[src/rtl/chbd_pkg.sv]
package chbd_pkg;

  localparam int CFG_W = 24;
  localparam int ACC_W = 25;

  localparam logic [ACC_W-1:0] ACC_SAT = 25'h100_0000;

  localparam logic [1:0] KIND_PAYLOAD = 2'd0;
  localparam logic [1:0] KIND_DONE    = 2'd1;
  localparam logic [1:0] KIND_ERROR   = 2'd2;

  localparam logic [2:0] ERR_NONE     = 3'd0;
  localparam logic [2:0] ERR_LINE_LEN = 3'd1;
  localparam logic [2:0] ERR_BAD_HEX  = 3'd2;
  localparam logic [2:0] ERR_LIMIT    = 3'd3;
  localparam logic [2:0] ERR_NO_CRLF  = 3'd4;

  localparam logic [7:0] CHAR_CR    = 8'h0D;
  localparam logic [7:0] CHAR_LF    = 8'h0A;
  localparam logic [7:0] CHAR_SPACE = 8'h20;
  localparam logic [7:0] CHAR_TAB   = 8'h09;
  localparam logic [7:0] CHAR_ZERO  = 8'h30;
  localparam logic [7:0] CHAR_X_LO  = 8'h78;
  localparam logic [7:0] CHAR_X_UP  = 8'h58;

  typedef struct packed {
    logic [7:0] data_byte;
    logic       begin_req;
  } in_item_t;

  typedef struct packed {
    logic [7:0] out_byte;
    logic [1:0] kind;
    logic [2:0] error_code;
  } result_t;

  // classified byte handed from the front to the back
  typedef struct packed {
    logic [7:0] data_byte;
    logic       begin_req;
    logic       is_hex;
    logic [3:0] hex_val;
    logic       is_blank;
    logic       is_zero;
    logic       is_x;
    logic       is_cr;
    logic       is_lf;
  } byte_class_t;

endpackage

[src/rtl/chbd_queue.sv]
module chbd_queue #(
  parameter int WIDTH = 8,
  parameter int DEPTH = 4
) (
  input  logic             clk,
  input  logic             rst,
  input  logic             wr,
  input  logic [WIDTH-1:0] wdata,
  output logic             full,
  input  logic             rd,
  output logic [WIDTH-1:0] rdata,
  output logic             empty
);

  localparam int PW = $clog2(DEPTH);
  localparam int CW = $clog2(DEPTH + 1);

  logic [WIDTH-1:0] mem [DEPTH];
  logic [PW-1:0]    wr_ptr;
  logic [PW-1:0]    rd_ptr;
  logic [CW-1:0]    count;

  logic do_wr;
  logic do_rd;

  assign full  = (count == CW'(DEPTH));
  assign empty = (count == '0);
  assign do_wr = wr && !full;
  assign do_rd = rd && !empty;
  assign rdata = mem[rd_ptr];

  always_ff @(posedge clk) begin
    if (do_wr) begin
      mem[wr_ptr] <= wdata;
    end
  end

  always_ff @(posedge clk) begin
    if (rst) begin
      wr_ptr <= '0;
      rd_ptr <= '0;
      count  <= '0;
    end else begin
      if (do_wr) begin
        wr_ptr <= (wr_ptr == PW'(DEPTH - 1)) ? '0 : wr_ptr + PW'(1);
      end
      if (do_rd) begin
        rd_ptr <= (rd_ptr == PW'(DEPTH - 1)) ? '0 : rd_ptr + PW'(1);
      end
      if (do_wr && !do_rd) begin
        count <= count + CW'(1);
      end else if (do_rd && !do_wr) begin
        count <= count - CW'(1);
      end
    end
  end

  a_count_bound: assert property (@(posedge clk) disable iff (rst)
    count <= CW'(DEPTH))
    else $error("queue count above depth");

  a_count_up: assert property (@(posedge clk) disable iff (rst)
    (do_wr && !do_rd) |=> (count == $past(count) + CW'(1)))
    else $error("queue count did not grow on write");

  a_ptr_gap: assert property (@(posedge clk) disable iff (rst)
    (empty || full) |-> (wr_ptr == rd_ptr))
    else $error("queue pointers disagree with count");

endmodule

[src/rtl/chbd_front.sv]
module chbd_front
  import chbd_pkg::*;
(
  input  logic        push,
  input  in_item_t    item,
  input  logic        q_full,
  output logic        q_wr,
  output byte_class_t cls
);

  logic [7:0] c;

  assign c    = item.data_byte;
  assign q_wr = push && !q_full;

  always_comb begin
    cls           = '0;
    cls.data_byte = c;
    cls.begin_req = item.begin_req;
    cls.is_blank  = (c == CHAR_SPACE) || (c == CHAR_TAB);
    cls.is_zero   = (c == CHAR_ZERO);
    cls.is_x      = (c == CHAR_X_LO) || (c == CHAR_X_UP);
    cls.is_cr     = (c == CHAR_CR);
    cls.is_lf     = (c == CHAR_LF);
    if (c >= 8'h30 && c <= 8'h39) begin
      cls.is_hex  = 1'b1;
      cls.hex_val = c[3:0];
    end else if ((c >= 8'h61 && c <= 8'h66) || (c >= 8'h41 && c <= 8'h46)) begin
      // 'a'..'f' and 'A'..'F' share the low nibble 1..6
      cls.is_hex  = 1'b1;
      cls.hex_val = c[3:0] + 4'd9;
    end
  end

endmodule

[src/rtl/chbd_back.sv]
module chbd_back
  import chbd_pkg::*;
#(
  parameter int SIZE_LINE_LIMIT = 1024
) (
  input  logic             clk,
  input  logic             rst,
  input  logic             cls_valid,
  input  byte_class_t      cls,
  output logic             take,
  input  logic             res_room,
  output logic             res_valid,
  output result_t          res,
  input  logic             cfg_valid,
  input  logic [CFG_W-1:0] cfg_data
);

  localparam int LW = $clog2(SIZE_LINE_LIMIT + 1);

  localparam logic [3:0] PH_LEAD    = 4'd0;
  localparam logic [3:0] PH_ZERO    = 4'd1;
  localparam logic [3:0] PH_DIGITS  = 4'd2;
  localparam logic [3:0] PH_TAIL    = 4'd3;
  localparam logic [3:0] PH_DATA    = 4'd4;
  localparam logic [3:0] PH_DATA_CR = 4'd5;
  localparam logic [3:0] PH_DATA_LF = 4'd6;
  localparam logic [3:0] PH_END_CR  = 4'd7;
  localparam logic [3:0] PH_END_LF  = 4'd8;
  localparam logic [3:0] PH_DONE    = 4'd9;
  localparam logic [3:0] PH_ERROR   = 4'd10;

  logic [CFG_W-1:0] max_body_bytes;

  logic [3:0]       phase;
  logic [ACC_W-1:0] size_acc;
  logic [CFG_W-1:0] bytes_left;
  logic [ACC_W-1:0] total_bytes;
  logic [LW-1:0]    line_length;
  logic             digit_seen;
  logic             prev_cr;

  logic [3:0]       phase_next;
  logic [ACC_W-1:0] size_acc_next;
  logic [CFG_W-1:0] bytes_left_next;
  logic [ACC_W-1:0] total_bytes_next;
  logic [LW-1:0]    line_length_next;
  logic             digit_seen_next;
  logic             prev_cr_next;

  // state as seen by this byte, after an optional begin_req clear
  logic [3:0]       cur_phase;
  logic [ACC_W-1:0] cur_acc;
  logic [CFG_W-1:0] cur_left;
  logic [ACC_W-1:0] cur_total;
  logic [LW-1:0]    cur_line;
  logic             cur_digit;
  logic             cur_cr;

  logic [ACC_W-1:0] acc_dig;
  logic [ACC_W:0]   sum_total;
  logic             over_limit;
  logic [CFG_W-1:0] left_dec;

  assign take = cls_valid && res_room;

  assign cur_phase = cls.begin_req ? PH_LEAD : phase;
  assign cur_acc   = cls.begin_req ? '0 : size_acc;
  assign cur_left  = cls.begin_req ? '0 : bytes_left;
  assign cur_total = cls.begin_req ? '0 : total_bytes;
  assign cur_line  = cls.begin_req ? '0 : line_length;
  assign cur_digit = cls.begin_req ? 1'b0 : digit_seen;
  assign cur_cr    = cls.begin_req ? 1'b0 : prev_cr;

  // saturate once another digit could pass 2^24
  assign acc_dig    = (cur_acc[ACC_W-1:20] != '0) ? ACC_SAT : {cur_acc[20:0], cls.hex_val};
  assign sum_total  = {1'b0, cur_total} + {1'b0, cur_acc};
  assign over_limit = (cur_acc > {1'b0, max_body_bytes}) ||
                      (sum_total > {2'b0, max_body_bytes});
  assign left_dec   = cur_left - CFG_W'(1);

  always_comb begin
    phase_next       = cur_phase;
    size_acc_next    = cur_acc;
    bytes_left_next  = cur_left;
    total_bytes_next = cur_total;
    line_length_next = cur_line;
    digit_seen_next  = cur_digit;
    prev_cr_next     = cur_cr;
    res_valid        = 1'b0;
    res              = '0;

    unique case (cur_phase) inside
      PH_LEAD, PH_ZERO, PH_DIGITS, PH_TAIL: begin
        if (cur_line >= LW'(SIZE_LINE_LIMIT)) begin
          phase_next     = PH_ERROR;
          res_valid      = 1'b1;
          res.kind       = KIND_ERROR;
          res.error_code = ERR_LINE_LEN;
        end else begin
          line_length_next = cur_line + LW'(1);
          if (cls.is_lf && cur_cr) begin
            prev_cr_next = 1'b0;
            if (!cur_digit) begin
              phase_next     = PH_ERROR;
              res_valid      = 1'b1;
              res.kind       = KIND_ERROR;
              res.error_code = ERR_BAD_HEX;
            end else if (over_limit) begin
              phase_next     = PH_ERROR;
              res_valid      = 1'b1;
              res.kind       = KIND_ERROR;
              res.error_code = ERR_LIMIT;
            end else if (cur_acc == '0) begin
              phase_next = PH_END_CR;
            end else begin
              total_bytes_next = sum_total[ACC_W-1:0];
              bytes_left_next  = cur_acc[CFG_W-1:0];
              phase_next       = PH_DATA;
            end
          end else begin
            prev_cr_next = cls.is_cr;
            if (cur_phase == PH_LEAD) begin
              if (cls.is_blank) begin
                phase_next = PH_LEAD;
              end else if (cls.is_zero) begin
                digit_seen_next = 1'b1;
                phase_next      = PH_ZERO;
              end else if (cls.is_hex) begin
                size_acc_next   = acc_dig;
                digit_seen_next = 1'b1;
                phase_next      = PH_DIGITS;
              end else begin
                phase_next = PH_TAIL;
              end
            end else if (cur_phase == PH_ZERO) begin
              if (cls.is_x) begin
                phase_next = PH_DIGITS;
              end else if (cls.is_hex) begin
                size_acc_next   = acc_dig;
                digit_seen_next = 1'b1;
                phase_next      = PH_DIGITS;
              end else begin
                phase_next = PH_TAIL;
              end
            end else if (cur_phase == PH_DIGITS) begin
              if (cls.is_hex) begin
                size_acc_next   = acc_dig;
                digit_seen_next = 1'b1;
              end else begin
                phase_next = PH_TAIL;
              end
            end
          end
        end
      end
      PH_DATA: begin
        bytes_left_next = left_dec;
        if (left_dec == '0) begin
          phase_next = PH_DATA_CR;
        end
        res_valid    = 1'b1;
        res.out_byte = cls.data_byte;
        res.kind     = KIND_PAYLOAD;
      end
      PH_DATA_CR, PH_END_CR: begin
        if (!cls.is_cr) begin
          phase_next     = PH_ERROR;
          res_valid      = 1'b1;
          res.kind       = KIND_ERROR;
          res.error_code = ERR_NO_CRLF;
        end else begin
          phase_next = (cur_phase == PH_DATA_CR) ? PH_DATA_LF : PH_END_LF;
        end
      end
      PH_DATA_LF: begin
        if (!cls.is_lf) begin
          phase_next     = PH_ERROR;
          res_valid      = 1'b1;
          res.kind       = KIND_ERROR;
          res.error_code = ERR_NO_CRLF;
        end else begin
          phase_next       = PH_LEAD;
          size_acc_next    = '0;
          line_length_next = '0;
          digit_seen_next  = 1'b0;
          prev_cr_next     = 1'b0;
        end
      end
      PH_END_LF: begin
        res_valid = 1'b1;
        if (!cls.is_lf) begin
          phase_next     = PH_ERROR;
          res.kind       = KIND_ERROR;
          res.error_code = ERR_NO_CRLF;
        end else begin
          phase_next = PH_DONE;
          res.kind   = KIND_DONE;
        end
      end
      default: begin
        // done or error: swallow bytes until begin_req
      end
    endcase
  end

  always_ff @(posedge clk) begin
    if (rst) begin
      max_body_bytes <= CFG_W'(1048576);
    end else if (cfg_valid) begin
      max_body_bytes <= cfg_data;
    end
  end

  always_ff @(posedge clk) begin
    if (rst) begin
      phase       <= PH_LEAD;
      size_acc    <= '0;
      bytes_left  <= '0;
      total_bytes <= '0;
      line_length <= '0;
      digit_seen  <= 1'b0;
      prev_cr     <= 1'b0;
    end else if (take) begin
      phase       <= phase_next;
      size_acc    <= size_acc_next;
      bytes_left  <= bytes_left_next;
      total_bytes <= total_bytes_next;
      line_length <= line_length_next;
      digit_seen  <= digit_seen_next;
      prev_cr     <= prev_cr_next;
    end
  end

  a_err_has_code: assert property (@(posedge clk) disable iff (rst)
    (take && res_valid && res.kind == KIND_ERROR) |-> (res.error_code != ERR_NONE))
    else $error("error result without a code");

  a_error_sticky: assert property (@(posedge clk) disable iff (rst)
    (phase == PH_ERROR && !(take && cls.begin_req)) |=> (phase == PH_ERROR))
    else $error("left error phase without begin_req");

  a_done_silent: assert property (@(posedge clk) disable iff (rst)
    (take && !cls.begin_req && (phase == PH_DONE || phase == PH_ERROR)) |-> !res_valid)
    else $error("result after body end");

  a_left_nonzero: assert property (@(posedge clk) disable iff (rst)
    (phase == PH_DATA) |-> (bytes_left != '0))
    else $error("data phase with no bytes left");

endmodule

[src/rtl/http_chunked_body_decoder.sv]
// Chunked HTTP body decoder, one raw body byte per request.
// Input channel: push/full. A request is taken at a clock edge with push high
// and full low; it carries data_byte and begin_req (begin_req clears the
// decoder before that byte, starting a new body).
// Result channel: empty/pop. While empty is low the oldest result sits on
// result; pop with empty low takes it. A result is a payload byte, a body
// complete mark, or an error with its code; size-line, CR LF bytes and
// everything after the end or an error produce no result.
// Config channel: cfg_valid/cfg_ready, always ready; cfg_data sets
// max_body_bytes (reset value 1048576). Write it only while idle.
// Throughput: one byte per cycle sustained while the result queue has room;
// the decode state machine in the back end handles one byte per cycle when
// it takes one. A byte is held in the byte queue, its result in the result queue.
// Reset (rst, synchronous) empties both queues and returns to the start of a
// size line. When the receiver stops popping, the result queue fills, the
// back end stops, then the byte queue fills and full rises; nothing is lost.
module http_chunked_body_decoder
  import chbd_pkg::*;
#(
  parameter int SIZE_LINE_LIMIT = 1024,
  parameter int QUEUE_DEPTH     = 4
) (
  input  logic             clk,
  input  logic             rst,
  input  logic             push,
  output logic             full,
  input  in_item_t         item,
  output logic             empty,
  input  logic             pop,
  output result_t          result,
  input  logic             cfg_valid,
  output logic             cfg_ready,
  input  logic [CFG_W-1:0] cfg_data
);

  byte_class_t cls_in;
  byte_class_t cls_out;
  logic        q_wr;
  logic        mid_empty;
  logic        take;
  logic        out_full;
  logic        res_valid;
  result_t     res;

  assign cfg_ready = 1'b1;

  chbd_front u_front (
    .push   (push),
    .item   (item),
    .q_full (full),
    .q_wr   (q_wr),
    .cls    (cls_in)
  );

  chbd_queue #(
    .WIDTH ($bits(byte_class_t)),
    .DEPTH (QUEUE_DEPTH)
  ) u_mid_q (
    .clk   (clk),
    .rst   (rst),
    .wr    (q_wr),
    .wdata (cls_in),
    .full  (full),
    .rd    (take),
    .rdata (cls_out),
    .empty (mid_empty)
  );

  chbd_back #(
    .SIZE_LINE_LIMIT (SIZE_LINE_LIMIT)
  ) u_back (
    .clk       (clk),
    .rst       (rst),
    .cls_valid (!mid_empty),
    .cls       (cls_out),
    .take      (take),
    .res_room  (!out_full),
    .res_valid (res_valid),
    .res       (res),
    .cfg_valid (cfg_valid && cfg_ready),
    .cfg_data  (cfg_data)
  );

  chbd_queue #(
    .WIDTH ($bits(result_t)),
    .DEPTH (QUEUE_DEPTH)
  ) u_out_q (
    .clk   (clk),
    .rst   (rst),
    .wr    (take && res_valid),
    .wdata (res),
    .full  (out_full),
    .rd    (pop),
    .rdata (result),
    .empty (empty)
  );

endmodule
[config.mk]
export PLATFORM = sky130hd
export DESIGN_NAME = http_chunked_body_decoder
export DESIGN_NICKNAME = d
export VERILOG_FILES = /design/src/rtl/chbd_pkg.sv /design/src/rtl/chbd_queue.sv /design/src/rtl/chbd_front.sv /design/src/rtl/chbd_back.sv /design/src/rtl/http_chunked_body_decoder.sv
export SDC_FILE = /design/constraint.sdc
export NUM_CORES = 1
export LEC_CHECK = 0
export BUFFER_PORTS_ARGS = -buffer_cell sky130_fd_sc_hd__buf_2
export CELL_PAD_IN_SITES_DETAIL_PLACEMENT = 0
export CELL_PAD_IN_SITES_GLOBAL_PLACEMENT = 2
export CORE_MARGIN = 2
export CORE_UTILIZATION = 35
export CTS_CLUSTER_DIAMETER = 60
export DETAILED_ROUTE_END_ITERATION = 7
export GPL_ROUTABILITY_DRIVEN = 1
export PLACE_DENSITY_LB_ADDON = 0.1
export SYNTH_ARGS = -nofsm -noshare
export SYNTH_HDL_FRONTEND = slang
export SYNTH_SLANG_ARGS = --single-unit
[constraint.sdc]
create_clock -name clk -period 13.9 [get_ports clk]
set_clock_uncertainty 0.15 [all_clocks]
set_input_delay 2.085 -clock clk [delete_from_list [all_inputs] [get_ports clk]]
set_output_delay 2.085 -clock clk [all_outputs]
set_load 0.05 [all_outputs]
* Word-level counts from Yosys, hierarchy flattened
Memories as Yosys holds them, arrays and structs flattened. A register that Yosys moved wholly into a read port is not among the register bits.
Cells that the tools add are included.
** Cells by class
- Reduce and logical (&&, ||, !) cells :: 38
- $lt $le $gt $ge :: 9
- Add/sub/neg operators :: 12
- Equality and inequality tests :: 21
- Mux-type cells :: 104
** Operators with widths (number)
- $mux W25 :: 19
- $mux W24 :: 6
- $mux W4 :: 15
- $pmux W25 S2 :: 1
- $pmux W24 S2 :: 1
- $mux W5 :: 8
- $mux W11 :: 3
- $mux W1 :: 27
- $add A25 B25 Y26 :: 1
- $gt A26 B24 Y1 :: 1
- $gt A25 B24 Y1 :: 1
- $logic_not A25 Y1 :: 1
- $eq A8 B4 Y1 const B :: 3
- $logic_not A24 Y1 :: 1
- $sub A24 B1 Y24 const B :: 1
- $mux W2 :: 11
- $pmux W11 S2 :: 1
- $pmux W4 S5 :: 1
- $eq A4 B3 Y1 const B :: 4
- $eq A8 B6 Y1 const B :: 2
- $eq A8 B7 Y1 const B :: 2
- $ge A8 B7 Y1 const B :: 2
- $le A8 B7 Y1 const B :: 2
- $logic_and A1 B1 Y1 :: 15
- 27 further kinds :: 55
** Word-level totals
- Output and inout bits :: 16
- Memories :: 2
- Register bits after elaboration :: 129
- Memory bits (writable) :: 128
- Input port bits :: 38
- Logic and storage cells :: 200
** Memory list
- u_mid_q.mem :: depth 4, bits a word 19, read ports 1, clocked after Yosys merged registers in 1, wr ports 1, line chbd_queue.sv:18 : logic [WIDTH-1:0] mem [DEPTH];
- u_out_q.mem :: depth 4, bits a word 13, read ports 1, clocked after Yosys merged registers in 1, wr ports 1, line chbd_queue.sv:18

* Logic depth before layout (Yosys ltp)
- Depth in word-level cells :: 15
- Depth in mapped cells :: 33
- Gate-level depth less buffers :: 28

* Hierarchy
Synthesis repeated with hierarchy kept, for this count alone.
** Second synthesis, totals
- Cell total of the unflattened synthesis :: 1595
- Area, all modules :: 15337.2 sq um
** By module, submodules not included
- chbd_back :: area each 9359.0 sq um, cells an instance 1276, instances 1
- chbd_queue at u_mid_q :: area each 3241.9 sq um, cells an instance 149, instances 1
- chbd_queue at u_out_q :: area each 2361.0 sq um, cells an instance 117, instances 1
- chbd_front :: area each 350.3 sq um, cells an instance 48, instances 1
- http_chunked_body_decoder :: area each 25.0 sq um, cells an instance 5, instances 1

* Worst setup path before layout
OpenSTA, ideal clock, no wires.
- Path type :: reg2reg
- Start :: reg (tool-made name)
- End :: reg u_out_q.count[2]
- Setup slack :: 6.687 ns
- Cell stages (with the launch flop) :: 32
- Library setup time :: 0.070 ns
- Arrival time :: 6.992 ns
- Path buffers :: 6
- Cells stage by stage :: dfxtp_1 -> mux4_2 -> clkbuf_1 -> clkbuf_1 -> clkbuf_1 -> clkbuf_1 -> nor2b_1 -> ha_1 -> clkbuf_1 -> a21oi_1 -> o21ai_0 -> a221oi_1 -> o31ai_2 -> a31oi_1 -> mux2i_1 -> nand3_1 -> ha_1 -> nand4_1 -> nor4_1 -> o21ai_0 -> o211ai_1 -> o211ai_1 -> and4_1 -> buf_4 -> a311o_1 -> a31oi_4 -> ha_1 -> inv_1 -> fa_1 -> xor2_1 -> or3_1 -> a21oi_1
** RTL lines
- to (signal assigned) :: line chbd_queue.sv:51 : count <= count + CW'(1);
- to (signal assigned) :: line chbd_queue.sv:53 : count <= count - CW'(1);
- to (decl) :: line chbd_queue.sv:21 : logic [CW-1:0] count;

==> impl_results.md <==
- Outcome: completed
- Routed wire length: 46900 um
- Post-route setup slack: 4.88 ns
- WP data required: 14.21 ns
- Core area: 0.0421 mm^2
- Initial Util: 35.6%
- Yosys warns: 0
- Post-synth EDFFs: 128
- CTS tree: yes
- Seq cells post-synth: 261
- Initial DRC count: 788
- Pwr/cell area: 186 mW/mm^2
- DIE AREA: 0.0445 mm^2
- Drt pass-1 iters: 6
- Top cells by count, synth: 140 x a21oi_1, 137 x nor2_1, 133 x dfxtp_1
- Leak Pwr: 6.42 nW
- GP Congestion: 0.816
- Synth area leader: edfxtp_1
- Fmax: 111 MHz
- CTS max path bufs: 3
- Max-Slew Margin vs Limit: 29.8%
- Worst slack, placed: 4.93 ns
- Final setup fails: 0
- Mapped Nets: 1674
- Distinct cell type count of the synthesized netlist: 84
- RSZ-0062 raised after global routing: false
- HP Class: flop to flop
- Total grt overflow: 0
- Clock Sinks: 261
- Crit path DAT: 9.33 ns
- Max cap viols: 0
- DP HPWL: 32900 um
- Startpoint Class: flop
- Most common cell in the netlist: a21oi_1
- Worst-Margin Slew: 1.05 ns
- Post-synthesis sequential area ratio: 43.4%
- Synth top area share: 25.6%
- CTS clk-pin slew, worst paths: 0.06 ns
- Finished Layout Cells: 2135
- Final Net Count: 1699
- First-pass GRT wire length: 72100 um
- CTS buffer count: 36
- Port buffer count: 52
- Avg Cell Area, Syn: 9.72 um^2
- Setup TNS: 0 ns
- Drt wl/cell: 22.0 um
- H-tree depth: 2
- Critical Path Slowest Stage Cell: mux4_2
- Row count: 75
- Number of post-CTS setup repair buffers: 0
- Crit path kind: flop to flop
- VDD IR max: 85.2 uV
- Die Y-Extent: 211 um
- Final hold viol count: 0
- Placed cells: 2069
- CTS root buffer: clkbuf_16
- Main flop type after synthesis: dfxtp_1
- Clk Latency, worst-skew pair: 0.56 ns
- Drc violations: 0
- Post-synthesis cell count: 1543
- CP endpoint kind: flop
- Area Growth Syn to Fin: 12.6%
- Largest net degree at the start of global routing: 71
- Ant diodes: 0
- Slowest stage delay, CP: 0.90 ns
- Final Max Slew Viols: 0
- Delay-heaviest family, CP: compound AO/OA/AOI/OAI gates
- Post-CTS resize count: 0
- Area contributors post-synth: edfxtp_1 26%, dfxtp_1 18%, ha_1 7.5%, mux4_2 4.8%, a21oi_1 4.7%
- Synthesized area: 0.0150 mm^2
- Total GRT Usage: 21.3%
- Top fanout value on the critical path: 53
- Vias per cell: 5.59
- Hold Buf Count CTS: 0
- Final Critical Period: 9.02 ns
- Vias in the first global route: 11600
- Fin crit share: 64.9%
- Initial antenna violation count: 0
- Vias: 11900
- Post-synth ARST share: 0%
- WP buf/inv: 4
- Post-route ant nets: 0
- Io pins: 54
- Crit-path most repeated cell: a21oi_1
- Die width: 211 um
- Share of layout cells above drive strength 1: 11.6%
[worst reg2reg max path: cells and delay by family, from the launching register on]
kind / cells / cell delay (ns)
AOI/OAI and AO/OA: 11 / 2.47
xor gates and xnor gates: 2 / 0.35
adders and majority gates: 6 / 1.88
buffers and inverters: 4 / 0.97
DFF: 1 / 0.31
muxes: 1 / 0.91
and+or+nand+nor: 6 / 1.90
[per-stage QoR]
step                      total power, mW  hold slack (ns)  cell area [um^2]  utilization (%)
after floorplan                      1.86            0.271             15000                -
after global placement               2.26            0.287             15700             37.3
after detailed placement             2.26            0.292             15700             37.3
after CTS                            3.17            0.306             16900             40.1
after global routing                 3.32            0.326             16900             40.1
final                                3.13            0.307             16900             40.1
[where the power goes]
group	leakage [nW]	switching [mW]	internal, mW
clock network	0.558	0.362	0.536
registers	2.27	0.0836	0.899
logic	3.58	0.854	0.399
total	6.42	1.30	1.83
[worst paths after layout]
path                                                to  slack, ns  cells after the start                   start
worst max register to register        u_out_q.count[2]       4.88                     30                    flop
worst min register to register  u_back.total_bytes[24]       0.31                      1  u_back.total_bytes[24]
worst min-delay path            u_back.total_bytes[24]       0.31                      1  u_back.total_bytes[24]
worst max-delay path                  u_out_q.count[2]       4.88                     30                    flop
[state kept, by name, summed over array words and instances, names as in the netlist, named ones only]
name                   cells
u_back.prev_cr             1
u_mid_q.rd_ptr             2
u_back.phase               4
u_mid_q.count              3
u_back.max_body_bytes     24
u_back.bytes_left         24
u_out_q.wr_ptr             2
u_out_q.count              3
u_back.size_acc           25
u_out_q.mem               52
u_mid_q.wr_ptr             2
u_mid_q.mem               76
u_back.total_bytes        25
u_back.line_length        11
u_back.digit_seen          1
u_out_q.rd_ptr             2
[placed cells by master (no fill, tap or decap), types with 8 or more instances in the layout]
| cell | instances |
|---|---|
| o21ai_0 | 89 |
| nand4_1 | 22 |
| a211oi_1 | 14 |
| buf_4 | 21 |
| nand2_1 | 122 |
| nor2_1 | 136 |
| dfxtp_1 | 133 |
| xnor2_1 | 26 |
| nand3_1 | 40 |
| mux4_2 | 32 |
| xor2_1 | 16 |
| ha_1 | 90 |
| inv_1 | 60 |
| mux2i_1 | 34 |
| nor3_1 | 42 |
| edfxtp_1 | 128 |
| a21oi_1 | 140 |
| a22o_1 | 22 |
| buf_2 | 51 |
| a31oi_1 | 28 |
| o22ai_1 | 17 |
| nor4_1 | 20 |
| and3_1 | 15 |
| a221o_1 | 10 |
| or3_1 | 10 |
| o21a_1 | 11 |
| a21o_1 | 12 |
| and2_1 | 15 |
| nor2b_1 | 53 |
| clkbuf_16 | 38 |
| o2bb2ai_1 | 8 |
[routing by layer]
metal | vias to the layer above | GRT usage (%) | part of all wire (%)
met1 | 5816 | 32.4 | 50
li1 | 5809 | - | -
met3 | 62 | 2.77 | 4.7
met4 | 0 | 5.83 | 2.1
met2 | 249 | 31.6 | 43
met5 | - | 0 | 0
[layout make-up]
type                       instances  area, um^2
timing repair buffer              72         413
inverter                          60         225
fill                            4178       25200
tap                              539         674
clock buffer                      48        1020
multi-input combinational       1137        7910
clock inverter                    18         135
sequential                       261        6510
[logic make-up (layout without fill, tap and decap cells)]
logic type | Yosys count | count (layout) | share of synthesized area (%)
simple gates | 509 | 509 | 16.8
compound gates | 422 | 422 | 18.2
flops | 261 | 261 | 43.4
buf+inv | 145 | 198 | 3.87
fa+ha+maj | 95 | 95 | 8.04
mux | 68 | 68 | 7.28
xor+xnor | 42 | 42 | 2.45
other cells | 1 | 1 | 0.0250
(Power assumes the default switching activity.)
